$ cat src/rtl/core/sts_pkg.sv
// shared types and constants of the sorted-table search block
package sts_pkg;

   // fixed field widths of the request and response words
   localparam int POS_W   = 10;
   localparam int FIELD_W = 32;
   localparam int PROBE_W = POS_W + 1;

   // defaults for the top-level parameters
   localparam int TABLE_DEPTH_DEFAULT = 1024;
   localparam int VALUE_WIDTH_DEFAULT = 32;

   // request operation codes
   typedef enum logic {
      FUNC_WRITE  = 1'b0,
      FUNC_SEARCH = 1'b1
   } func_type;

   // search sequencer states
   typedef enum logic [1:0] {
      ST_IDLE,
      ST_PROBE,
      ST_COMPARE
   } state_type;

   // request word
   typedef struct packed {
      func_type                   func;
      logic [POS_W-1:0]           entry_position;
      logic signed [FIELD_W-1:0]  entry_value;
      logic signed [FIELD_W-1:0]  search_key;
      logic [POS_W-1:0]           range_low;
      logic [POS_W-1:0]           range_high;
   } req_word_type;

   // response word
   typedef struct packed {
      logic             found;
      logic [POS_W-1:0] found_position;
   } rsp_word_type;

   // table memory strobes
   typedef struct packed {
      logic wr_en;
      logic rd_en;
   } mem_ctl_type;

endpackage

$ cat src/rtl/core/sts_search_ctrl.sv
// command decode and binary-search sequencer
module sts_search_ctrl #(
   parameter int TABLE_DEPTH = sts_pkg::TABLE_DEPTH_DEFAULT,
   parameter int VALUE_WIDTH = sts_pkg::VALUE_WIDTH_DEFAULT,
   localparam int AW         = (TABLE_DEPTH > 1) ? $clog2(TABLE_DEPTH) : 1
) (
   input  logic                   clock,
   input  logic                   reset,
   input  logic                   start,
   input  sts_pkg::req_word_type  req_word,
   output logic                   busy,
   output logic                   rsp_valid,
   output sts_pkg::rsp_word_type  rsp_word,
   output sts_pkg::mem_ctl_type   mem_ctl,
   output logic [AW-1:0]          mem_addr,
   output logic [VALUE_WIDTH-1:0] mem_wr_data,
   input  logic [VALUE_WIDTH-1:0] mem_rd_data
);

   localparam int POS_W   = sts_pkg::POS_W;
   localparam int PROBE_W = sts_pkg::PROBE_W;

   sts_pkg::state_type state_ff, state_in;

   logic signed [PROBE_W-1:0]     low_ff, low_in;
   logic signed [PROBE_W-1:0]     high_ff, high_in;
   logic signed [VALUE_WIDTH-1:0] key_ff, key_in;
   logic [POS_W-1:0]              mid_ff, mid_in;
   logic                          in_range_ff, in_range_in;
   logic                          rsp_valid_ff, rsp_valid_in;
   sts_pkg::rsp_word_type         rsp_word_ff, rsp_word_in;

   logic                          range_empty;
   logic [PROBE_W-1:0]            mid_sum;
   logic [POS_W-1:0]              mid;
   logic signed [VALUE_WIDTH-1:0] probe_value;
   logic                          probe_hit;
   logic                          key_below;
   logic                          wr_in_table;

   // midpoint of the live bounds, both within 0..1023 when the range is not empty
   // low runs 0..1024 and high -1..1023, so a set sign bit on high marks the -1 bound
   assign range_empty = high_ff[PROBE_W-1] || ($unsigned(low_ff) > $unsigned(high_ff));
   assign mid_sum     = {1'b0, low_ff[POS_W-1:0]} + {1'b0, high_ff[POS_W-1:0]};
   assign mid         = mid_sum[PROBE_W-1:1];

   // entries past the table read as zero
   assign probe_value = in_range_ff ? $signed(mem_rd_data) : '0;
   assign probe_hit   = probe_value == key_ff;
   assign key_below   = key_ff < probe_value;

   assign wr_in_table = 32'(req_word.entry_position) < TABLE_DEPTH;

   // next state
   always_comb begin
      state_in = state_ff;
      unique case (state_ff)
         sts_pkg::ST_IDLE: begin
            if (start && req_word.func == sts_pkg::FUNC_SEARCH) begin
               state_in = sts_pkg::ST_PROBE;
            end
         end
         sts_pkg::ST_PROBE: begin
            state_in = range_empty ? sts_pkg::ST_IDLE : sts_pkg::ST_COMPARE;
         end
         sts_pkg::ST_COMPARE: begin
            state_in = probe_hit ? sts_pkg::ST_IDLE : sts_pkg::ST_PROBE;
         end
         default: begin
            state_in = sts_pkg::ST_IDLE;
         end
      endcase
   end

   // datapath and memory control
   always_comb begin
      busy         = 1'b1;
      mem_ctl      = '0;
      mem_addr     = AW'(mid);
      mem_wr_data  = VALUE_WIDTH'($signed(req_word.entry_value));
      low_in       = low_ff;
      high_in      = high_ff;
      key_in       = key_ff;
      mid_in       = mid_ff;
      in_range_in  = in_range_ff;
      rsp_valid_in = 1'b0;
      rsp_word_in  = rsp_word_ff;
      unique case (state_ff)
         sts_pkg::ST_IDLE: begin
            busy     = 1'b0;
            mem_addr = AW'(req_word.entry_position);
            if (start) begin
               if (req_word.func == sts_pkg::FUNC_WRITE) begin
                  mem_ctl.wr_en = wr_in_table;
               end else begin
                  low_in  = {1'b0, req_word.range_low};
                  high_in = {1'b0, req_word.range_high};
                  key_in  = VALUE_WIDTH'($signed(req_word.search_key));
               end
            end
         end
         sts_pkg::ST_PROBE: begin
            if (range_empty) begin
               rsp_valid_in               = 1'b1;
               rsp_word_in.found          = 1'b0;
               rsp_word_in.found_position = '0;
            end else begin
               mem_ctl.rd_en = 1'b1;
               mid_in        = mid;
               in_range_in   = 32'(mid) < TABLE_DEPTH;
            end
         end
         sts_pkg::ST_COMPARE: begin
            // match ends the search, else narrow to the half that can hold the key
            if (probe_hit) begin
               rsp_valid_in               = 1'b1;
               rsp_word_in.found          = 1'b1;
               rsp_word_in.found_position = mid_ff;
            end else if (key_below) begin
               high_in = PROBE_W'({1'b0, mid_ff} - PROBE_W'(1));
            end else begin
               low_in = PROBE_W'({1'b0, mid_ff} + PROBE_W'(1));
            end
         end
         default: begin
            busy = 1'b1;
         end
      endcase
   end

   // control and probe bound registers
   always_ff @(posedge clock) begin
      if (reset) begin
         state_ff     <= sts_pkg::ST_IDLE;
         rsp_valid_ff <= 1'b0;
         low_ff       <= '0;
         high_ff      <= '0;
      end else begin
         state_ff     <= state_in;
         rsp_valid_ff <= rsp_valid_in;
         low_ff       <= low_in;
         high_ff      <= high_in;
      end
   end

   // payload registers
   always_ff @(posedge clock) begin
      key_ff      <= key_in;
      mid_ff      <= mid_in;
      in_range_ff <= in_range_in;
      rsp_word_ff <= rsp_word_in;
   end

   assign rsp_valid = rsp_valid_ff;
   assign rsp_word  = rsp_word_ff;

endmodule

$ cat config.mk
export PLATFORM = sky130hd
export DESIGN_NAME = sts_search_ctrl
export DESIGN_NICKNAME = d
export VERILOG_FILES = /design/src/rtl/core/sts_pkg.sv /design/src/rtl/core/sts_search_ctrl.sv
export SDC_FILE = /design/constraint.sdc
export NUM_CORES = 1
export LEC_CHECK = 0
export BUFFER_PORTS_ARGS = -buffer_cell sky130_fd_sc_hd__buf_2
export CORE_MARGIN = 2
export CORE_UTILIZATION = 54
export CTS_CLUSTER_SIZE = 20
export DETAILED_ROUTE_END_ITERATION = 10
export PLACE_DENSITY = 0.84
export REMOVE_ABC_BUFFERS = 1
export SYNTH_ARGS = -nofsm -noshare
export SYNTH_HDL_FRONTEND = slang
export SYNTH_SLANG_ARGS = --single-unit
$ cat constraint.sdc
create_clock -name clock -period 6.5 [get_ports clock]
set_input_delay 0.325 -clock clock [delete_from_list [all_inputs] [get_ports clock]]
set_output_delay 0.325 -clock clock [all_outputs]
set_load 0.02 [all_outputs]
==> reports/metrics.cfg, run 1 <==
[yosys]
syn_area_per_cell_um2 = 9.88
synth_top_area_share = 0.312
synth_seq_area_share = 0.410
ys_seq_elements = 78
synthTopCellsByArea = edfxtp_1, ha_1, dfxtp_1
ys.flop_type = edfxtp_1
synth_edf_count = 53
yosys_warnings = 0
synth_cell_type_count = 52
synth_cells = 517
synthArstFlopShare = 0
synth_top_area_cell = edfxtp_1
syn_area_um2 = 5110

[worst_setup_path]
cp-end-kind = register
ff2ff_path_depth = 10
max_stage_delay_ns = 0.89
required_ns = 6.79
path_cells = inv_1 > ha_1 > buf_4 > inv_1 > a21oi_1 > and3b_1 > inv_1 > o21ai_0 > o21ai_0 > a21oi_1
worst_ep_arrival_time_ns = 3.67
regToRegSetupSlack_ns = 3.12
reg2reg_from = state_ff[0]
cp_slowest_cell = o21ai_0
start_kind = register
criticalPathCategory = reg -> reg
timing.rr.end = low_ff[6]
crit_top_cell = inv_1
critPathMaxFanout = 39

[route]
vias_per_cell = 5.70
wl_mm = 13.3
detail-route-antenna-nets = 0
drt_iter0_markers = 332
num_vias = 4115
routedWlPerCell_um = 18.4
drcViolationCount = 0
dr.pass1.iters = 5

[floorplan]
io_pins = 187
fp.dieW_um = 101
die_area_um2 = 10200
start_util = 0.555
die_h_um = 101
core_area_um2 = 9200
rows = 35

[cells_and_area]
layout.nets = 796
drive_above_1_share = 0.264
nFillCells = 758
seq_area_um2 = 2090
stdcell_count = 722
syn_to_final_growth_pct = 12.4
diodes = 0
final_cell_area_um2 = 5740
multi_input_area_um2 = 2430

[clock_tree]
insertion_delay_ns = 0.36
cts_tree = done
clockBufferDepth = 2
cts-resized-gates = 0
cts_buffers = 9
clk_pin_slew_ns = 0.09
holdBufCountCts = 0
cts.sinks = 78
cts_setup_buffers = 0
root_buffer = clkbuf_8
cts.htree.levels = 3

[status]
status = finished, final reports clean

[power_and_ir_drop]
ir_drop_mv = 0.142
powerDensity_nw_per_um2 = 278
internal_power_mw = 1.01
clkPwrFrac = 0.229
seqPwrFrac = 0.430
p_comb_frac = 0.340
p_sw_frac = 0.370
power.leakage_nw = 2.61
power.switching_mw = 0.591

[place]
numPortBuffers = 122
gp_routability_congestion = 0.895
dp_hpwl_mm = 10.4
placed_area_um2 = 5540
placedCellCount = 706

[worst_hold_path]
worstHoldPathType = in -> reg
whs_endpoint = key_ff[29]
hp-start = req_word[49]
hold_path_depth = 1

[sta]
period_share = 0.521
rsz0062_at_grt = false
hold_viol = 0
fin_crit_ns = 3.38
tns_ns = 0
clock.fmax_ghz = 0.296
maxSlewHeadroom = 0.225
fin_skew_ns = 0.0148
slew_viol_final = 0
tightest_slew_ns = 1.15
finalSetupViolations = 0

[grt]
grt_antenna_before_repair = 0
grt_max_degree = 40
grt_pass1_wl_mm = 20.1
grt_overflow = 0
grt_pass1_vias = 4093
grt_use_total = 0.256

[flow_run]
drv_cap = 0

## power by group through the flow
stage	sequential, mW	combinational (mW)	clock, mW
6_report	0.687	0.544	0.366
4_1_cts	0.686	0.543	0.365
3_5_place_dp	0.697	0.538	0
5_1_grt	0.696	0.601	0.381
3_3_place_gp	0.691	0.519	0
2_1_floorplan	0.703	0.343	0
## worst max-delay path: cells and delay by family (launching register included)
kind / cells / cell delay [ns]
flip-flops: 1 / 0.35
AO/OA/AOI/OAI: 4 / 1.68
adder cells (fa/ha/maj): 1 / 0.15
AND/OR/NAND/NOR: 1 / 0.30
buffers and inverters: 4 / 0.83
## layout by cell type, fill, tap and decap left out, drive strengths merged, types with 2 or more instances in the layout
cell type	n
and2	9
a221o	2
nor3b	2
and3	2
nand4	11
xor2	8
mux2i	9
nand2b	5
nor2	42
o21bai	4
o21ai	20
o31ai	2
mux2	10
nor2b	3
a32oi	2
edfxtp	53
nor4	2
clkinvlp	2
a21oi	36
nor3	12
o21a	3
or4	4
xnor2	12
dfxtp	25
inv	65
clkbuf	10
nand3	15
a211o	6
a31oi	2
a21o	3
nand2	19
o21ba	2
ha	59
a211oi	13
buf	126
## cells by family (layout without fill, tap and decap cells)
group                    Yosys count  in the layout  synth area share
AO/OA/AOI/OAI                    101            101             0.131
XOR/XNOR                          20             20            0.0343
adder cells (fa/ha/maj)           60             60             0.148
buffers and inverters            110            204             0.113
flip-flops                        78             78             0.410
multiplexers                      19             19            0.0397
AND/OR/NAND/NOR                  129            129             0.124
## worst max path at each step
| stage | from | end | slack (ns) | depth (start not counted) |
|---|---|---|---|---|
| floorplan | state_ff[0] | high_ff[10] | 3.29 | 9 |
| global placement | mem_rd_data[31] | high_ff[0] | 3.32 | 11 |
| detailed placement | mem_rd_data[31] | high_ff[1] | 3.23 | 11 |
| CTS | key_ff[31] | high_ff[1] | 3.23 | 9 |
| global route | state_ff[0] | low_ff[1] | 2.82 | 10 |
| finish | state_ff[0] | low_ff[6] | 3.12 | 10 |
## Yosys cell counts, types with 3 or more instances
library cell and number:
a211o_2 6, a21oi_1 36, nor3_1 12, nor2_1 42, dfxtp_1 25, nand2_1 19
mux2_2 10, o21a_1 3, ha_1 59, and2_1 9, a211oi_1 12, clkbuf_1 8
or4_1 4, buf_4 32, nand2b_1 5, nand3_1 15, edfxtp_1 53, xor2_1 8
mux2i_1 9, xnor2_1 12, nand4_1 11, nor2b_1 3, o21ai_0 19, o21bai_1 4
a21o_1 3, inv_1 62
## final cells by class
class	count	share of cell area
multi-input cells	329	0.424
flip-flops and latches	78	0.365
repair buffers	126	0.112
inverters	62	0.0406
clock buffers	10	0.0259
well taps	111	0.0242
clock inverters	6	0.00872
## per-layer routing
metal	vias up	part of all wire	GRT usage	routed length, um
li1	1963	-	-	-
met1	1939	0.43	0.333	5750
met2	199	0.46	0.413	6170
met3	14	0.092	0.0787	1220
met4	0	0.011	0.0738	151
met5	-	0	0.0192	0
## metrics by stage
| step | power, mW | hold slack [ns] | util | setup WS (ns) |
|---|---|---|---|---|
| final | 1.60 | 0.136 | 0.624 | 3.12 |
| after global routing | 1.68 | 0.134 | 0.624 | 2.82 |
| after CTS | 1.59 | 0.131 | 0.624 | 3.23 |
| after detailed placement | 1.23 | 0.478 | 0.602 | 3.23 |
| after global placement | 1.21 | 0.467 | 0.602 | 3.32 |
| after floorplan | 1.05 | 0.394 | - | 3.29 |
## flip-flops by register name (all words and copies together), names as in the netlist
register	cells
low_ff	11
mid_ff	10
rsp_word	11
state_ff	2
rsp_valid	1
high_ff	11
key_ff	32
Note: power is estimated with default switching activity, not from simulation.
==> inputs of run 2 (changes only) <==
Settings changed: CORE_UTILIZATION 54 to 50, PLACE_DENSITY 0.84 to 0.79.
Clock period 6.5 ns to 3.17 ns, I/O delays scaled along.
==> run 2 against run 1 <==
  * Critical path depth is 2 higher
  * Die area is 7.7% higher
  * Clock power is 120% higher
  * Largest cell class unchanged
  * Core utilization is 0.099 points higher
  * Register-to-register slack worse by 2.8 ns
  * Via count is 5.4% higher
  * Non-clock buffer count is 38 higher
  * Total power is 110% higher
  * Hold slack better by 0.030 ns
  * Sequential share of layout area is 2.5 points lower
==> reports/metrics.cfg, run 2 (same netlist as run 1, synthesis figures left out) <==
[status]
status = finished, final reports clean  ; unchanged

[sta]
tns_ns = 0  ; unchanged
finalSetupViolations = 0  ; unchanged
fin_skew_ns = 0.0169  ; was 0.0148 ns
hold_viol = 0  ; unchanged
finalHoldWorstSlack_ns = 0.166  ; was 0.136 ns
tightest_slew_ns = 0.719  ; was 1.15 ns
clock.fmax_ghz = 0.336
slew_viol_final = 0  ; unchanged
rsz0062_at_grt = true  ; was false
fin_crit_ns = 2.98
maxSlewHeadroom = 0.517  ; was 0.225
period_share = 0.939

[route]
vias_per_cell = 5.55  ; was 5.70
dr.pass1.iters = 5  ; unchanged
drcViolationCount = 0  ; unchanged
wl_mm = 14.1  ; was 13.3 mm
detail-route-antenna-nets = 0  ; unchanged
num_vias = 4339  ; was 4115
routedWlPerCell_um = 18.1  ; was 18.4 um
drt_iter0_markers = 224  ; was 332

[worst_setup_path]
criticalPathCategory = reg -> out  ; was reg -> reg
crit_top_cell = o21bai_1  ; was inv_1
required_ns = 3.01  ; was 6.79 ns
worst_ep_arrival_time_ns = 2.82  ; was 3.67 ns
start_kind = register  ; unchanged
cp-end-kind = output pin  ; was register
critPathMaxFanout = 3  ; was 39
crit_family = compound AO/OA/AOI/OAI gates  ; unchanged
max_stage_delay_ns = 0.42  ; was 0.89 ns
cp_slowest_cell = or4_1  ; was o21ai_0
cp_num_buf_inv = 2  ; was 4
path_cells = ha_1 > inv_1 > fa_1 > o21bai_1 > a21o_1 > a21oi_1 > nor2_1 > or4_1 > a31oi_1 > o21bai_1 > mux2_2 > buf_2  ; was inv_1 > ha_1 > buf_4 > inv_1 > a21oi_1 > and3b_1 > inv_1 > o21ai_0 > o21ai_0 > a21oi_1

[cells_and_area]
layout.nets = 834  ; was 796
syn_to_final_growth_pct = 20.7  ; was 12.4%
max_flop_register = key_ff  ; unchanged
final_cell_mix = buf_2, inv_1, ha_1  ; unchanged
diodes = 0  ; unchanged
layout_commonest_cell = buf_2  ; unchanged
drive_above_1_share = 0.259  ; was 0.264
largest_reg_flops = 32  ; unchanged

[grt]
grt_overflow = 0  ; unchanged
grt_use_total = 0.257  ; was 0.256
grt_pass1_vias = 4354  ; was 4093
grt_pass1_wl_mm = 21.8  ; was 20.1 mm
grt_max_degree = 39  ; was 40
grt_antenna_before_repair = 0  ; unchanged

[place]
gp_routability_congestion = 0.936  ; was 0.895
dp_hpwl_mm = 10.6  ; was 10.4 mm
numPortBuffers = 122  ; unchanged

[floorplan]
core_area_um2 = 9860  ; was 9200 um^2
die_h_um = 105  ; was 101 um
die_area_um2 = 11000  ; was 10200 um^2
io_pins = 187  ; unchanged
fp.dieW_um = 105  ; was 101 um
start_util = 0.518  ; was 0.555
rows = 36  ; was 35

[worst_hold_path]
worstHoldPathType = in -> reg  ; unchanged

[clock_tree]
insertion_delay_ns = 0.36  ; about the same
clockBufferDepth = 2  ; unchanged
root_buffer = clkbuf_8  ; unchanged
cts_buffers = 9  ; unchanged
cts.htree.levels = 3  ; unchanged
clk_pin_slew_ns = 0.07  ; was 0.09 ns
cts_tree = done  ; unchanged
cts_setup_buffers = 0  ; unchanged
cts.sinks = 78  ; unchanged

[power_and_ir_drop]
ir_drop_mv = 0.275  ; was 0.142 mV
power.leakage_nw = 2.80  ; was 2.61 nW
powerDensity_nw_per_um2 = 551  ; was 278 nW/um^2

[flow_run]
drv_cap = 0  ; unchanged

[run 2: cell count changes in the layout (fill, tap and decap cells not counted), sizes merged]
cell / change
buf: +6
bufinv: +2
clkbuf: +1
clkinv: +2
clkinvlp: -2
dlygate4sd3: +32
inv: -3
[run 2: per-stage QoR]
stage	instance area [um^2]	power, mW	utilization	std cells	worst slack, ns
2_1_floorplan	4760	2.15	-	469	-0.0366
4_1_cts	6140	3.38	0.622	782	0.117
5_1_grt	6160	3.57	0.625	782	-0.0177
3_5_place_dp	5610	2.56	0.569	734	0.122
3_3_place_gp	5610	2.52	0.569	734	0.322
6_report	6160	3.40	0.625	782	0.193
[run 2: tightest hold or removal path, delay by kind of cell]
kind            cells  cell delay [ns]
mux                 1             0.12
compound gates      1             0.09
buf+inv             1             0.09
[run 2: cell type report]
class	count	area (um^2)
flip-flops and latches	78	2090
inverters	62	233
multi-input cells	329	2460
well taps	133	166
clock inverters	5	73.8
clock buffers	11	131
repair buffers	164	1010
fillers	779	3700
[run 2: path summary, 6_finish.rpt]
path	start	end	slack [ns]	depth (start not counted)
worst max-delay path	low_ff[0]	mem_addr[9]	0.19	12
worst min-delay path	req_word[10]	low_ff[0]	0.17	3
worst max register to register	key_ff[31]	high_ff[8]	0.27	10
worst min register to register	high_ff[4]	high_ff[4]	0.48	2
[run 2: timing repair]
| item | CTS | global route |
|---|---|---|
| setup endpoints to repair | 0 | 22 |
| hold buffers | 32 | 0 |
| hold endpoints to repair | 32 | 0 |
| gates resized for setup | 0 | 7 |
[run 2: routing by layer]
| layer | vias to the layer above | part of all wire | track usage |
|---|---|---|---|
| li1 | 2040 | - | - |
| met1 | 2008 | 0.41 | 0.317 |
| met2 | 244 | 0.45 | 0.407 |
| met3 | 45 | 0.098 | 0.0792 |
| met4 | 2 | 0.036 | 0.124 |
| met5 | - | 0.0037 | 0.0381 |
[run 2: power by group]
| group | switching [mW] | internal [mW] | total, mW |
|---|---|---|---|
| Clock | 0.360 | 0.439 | 0.799 |
| Combinational | 0.699 | 0.488 | 1.19 |
| Sequential | 0.128 | 1.28 | 1.41 |
==> inputs of run 3 (changes only) <==
--- a/constraint.sdc
+++ b/constraint.sdc
@@ -3,2 +3,2 @@
 set_output_delay 0.1585 -clock clock [all_outputs]
-set_load 0.02 [all_outputs]
+set_load 0.1 [all_outputs]
==> run 3 against run 2 <==
  * Register-to-register slack about the same
  * Core utilization stayed put
  * Count of clock-buffer cells in the layout down 2
  * Wire length decreased by 1.8%
  * Worst setup slack got worse by 0.11 ns
  * Critical path depth stayed put
  * Largest power group is now combinational logic
  * Clock power fell by 2.8%
  * Non-clock buffer count decreased by 1
  * Flip-flop and latch count stayed put
  * First-iteration DRC count is 38% higher
  * Hold slack improved by 0.0042 ns
==> reports/metrics.cfg, run 3 (same netlist as run 1, synthesis figures left out) <==
[grt]
grt_antenna_before_repair = 0  ; unchanged
grt_use_total = 0.253  ; was 0.257
grt_pass1_wl_mm = 21.6  ; was 21.8 mm
grt_pass1_vias = 4337  ; was 4354
grt_overflow = 0  ; unchanged
grt_max_degree = 39  ; unchanged

[place]
gp_routability_congestion = 0.991  ; was 0.936
dp_hpwl_mm = 10.4  ; was 10.6 mm
post-place-ws_ns = 0.145  ; was 0.122 ns
numPortBuffers = 122  ; unchanged
placedCellCount = 733  ; was 734

[clock_tree]
cts.sinks = 78  ; unchanged
insertion_delay_ns = 0.35  ; was 0.36 ns
cts_tree = done  ; unchanged
clk_pin_slew_ns = 0.09  ; was 0.07 ns
clockBufferDepth = 2  ; unchanged
cts.htree.levels = 3  ; unchanged
cts_buffers = 9  ; unchanged
root_buffer = clkbuf_8  ; unchanged
cts_setup_buffers = 0  ; unchanged

[route]
drt_iter0_markers = 309  ; was 224
routedWlPerCell_um = 17.8  ; was 18.1 um
detail-route-antenna-nets = 0  ; unchanged
vias_per_cell = 5.44  ; was 5.55
drcViolationCount = 0  ; unchanged
wl_mm = 13.9  ; was 14.1 mm
dr.pass1.iters = 5  ; unchanged
num_vias = 4249  ; was 4339

[sta]
finalSetupViolations = 0  ; unchanged
period_share = 0.974  ; was 0.939
clock.fmax_ghz = 0.324  ; was 0.336 GHz
tightest_slew_ns = 0.704  ; was 0.719 ns
slew_viol_final = 0  ; unchanged
fin_crit_ns = 3.09  ; was 2.98 ns
finalHoldWorstSlack_ns = 0.170  ; was 0.166 ns
hold_viol = 0  ; unchanged
rsz0062_at_grt = true  ; unchanged
fin_ws_ns = 0.0819  ; was 0.193 ns
fin_skew_ns = 0.0134  ; was 0.0169 ns
maxSlewHeadroom = 0.527  ; was 0.517
tns_ns = 0  ; unchanged

[floorplan]
die_h_um = 105  ; unchanged
rows = 36  ; unchanged
fp.dieW_um = 105  ; unchanged
io_pins = 187  ; unchanged
die_area_um2 = 11000  ; unchanged
start_util = 0.518  ; unchanged
core_area_um2 = 9860  ; unchanged

[cells_and_area]
layout_commonest_cell = buf_2  ; unchanged
layout.nets = 833  ; was 834
drive_above_1_share = 0.258  ; was 0.259
syn_to_final_growth_pct = 20.7  ; unchanged
diodes = 0  ; unchanged
max_flop_register = key_ff  ; unchanged
largest_reg_flops = 32  ; unchanged
stdcell_count = 781  ; was 782
final_cell_mix = buf_2, inv_1, ha_1  ; unchanged
final_util = 0.625  ; unchanged

[worst_setup_path]
worst_ep_arrival_time_ns = 2.93  ; was 2.82 ns
start_kind = register  ; unchanged
cp-startpoint = low_ff[0]  ; unchanged
reg2reg_from = key_ff[14]  ; was key_ff[31]
path_cells = ha_1 > inv_1 > fa_1 > o21bai_1 > a21o_1 > a21oi_1 > nor2_1 > or4_1 > a31oi_1 > o21bai_1 > mux2_2 > buf_6  ; was ha_1 > inv_1 > fa_1 > o21bai_1 > a21o_1 > a21oi_1 > nor2_1 > or4_1 > a31oi_1 > o21bai_1 > mux2_2 > buf_2
max_stage_delay_ns = 0.44  ; was 0.42 ns
crit_family = compound AO/OA/AOI/OAI gates  ; unchanged
regToRegSetupSlack_ns = 0.26  ; was 0.27 ns
cp-end-kind = output pin  ; unchanged
criticalPathCategory = reg -> out  ; unchanged
cp_num_buf_inv = 2  ; unchanged
crit_top_cell = o21bai_1  ; unchanged
required_ns = 3.01  ; about the same
critPathMaxFanout = 3  ; unchanged
cp_slowest_cell = or4_1  ; unchanged

[worst_hold_path]
hp-start = req_word[7]  ; was req_word[10]
worstHoldPathType = in -> reg  ; unchanged

[status]
status = finished, final reports clean  ; unchanged

[power_and_ir_drop]
power.leakage_nw = 2.78  ; was 2.80 nW
powerDensity_nw_per_um2 = 638  ; was 551 nW/um^2
ir_drop_mv = 0.347  ; was 0.275 mV

[flow_run]
drv_cap = 0  ; unchanged

-- run 3: worst paths after layout --
check                endpoint  cells past startpoint
setup / recovery  mem_addr[9]                     12
setup reg to reg   high_ff[0]                     10
hold / removal     high_ff[7]                      4
hold reg to reg    high_ff[7]                      2
-- run 3: cell type report --
class	instances	area, um^2
flip-flops and latches	78	2090
repair buffers	163	1030
inverters	62	233
well taps	133	166
multi-input cells	329	2440
clock inverters	7	80.1
clock buffers	9	124
fillers	795	3700
-- run 3: where the power goes --
group	switching [mW]	internal, mW
clock network	0.401	0.376
logic	1.24	0.505
registers	0.128	1.28
total	1.77	2.16
-- run 3: metrics by stage --
step	cell area (um^2)	total power, mW
final	6160	3.93
after floorplan	4760	2.70
after global placement	5620	3.08
after global routing	6160	4.11
after CTS	6150	3.92
after detailed placement	5620	3.12
-- run 3: metal layers --
layer	wire length (um)	up-vias	track usage
met3	1240	36	0.0761
met4	366	2	0.0914
li1	-	2036	-
met1	5990	1969	0.324
met2	6240	206	0.400
met5	51	-	0.0381
-- run 3: repair_timing --
action	in CTS	in global routing
hold buffers	32	0
endpoints found under the hold margin	32	0
gates resized for setup	1	9
pin swaps	0	1
endpoints found under the setup margin	1	16
-- run 3: worst register-to-register path: cells and delay by family (launching register included) --
family,cells,cell delay (ns)
multiplexers,1,0.23
buffers and inverters,1,0.25
adder cells (fa/ha/maj),1,0.33
AO/OA/AOI/OAI,2,0.42
AND/OR/NAND/NOR,5,1.17
flip-flops,1,0.38
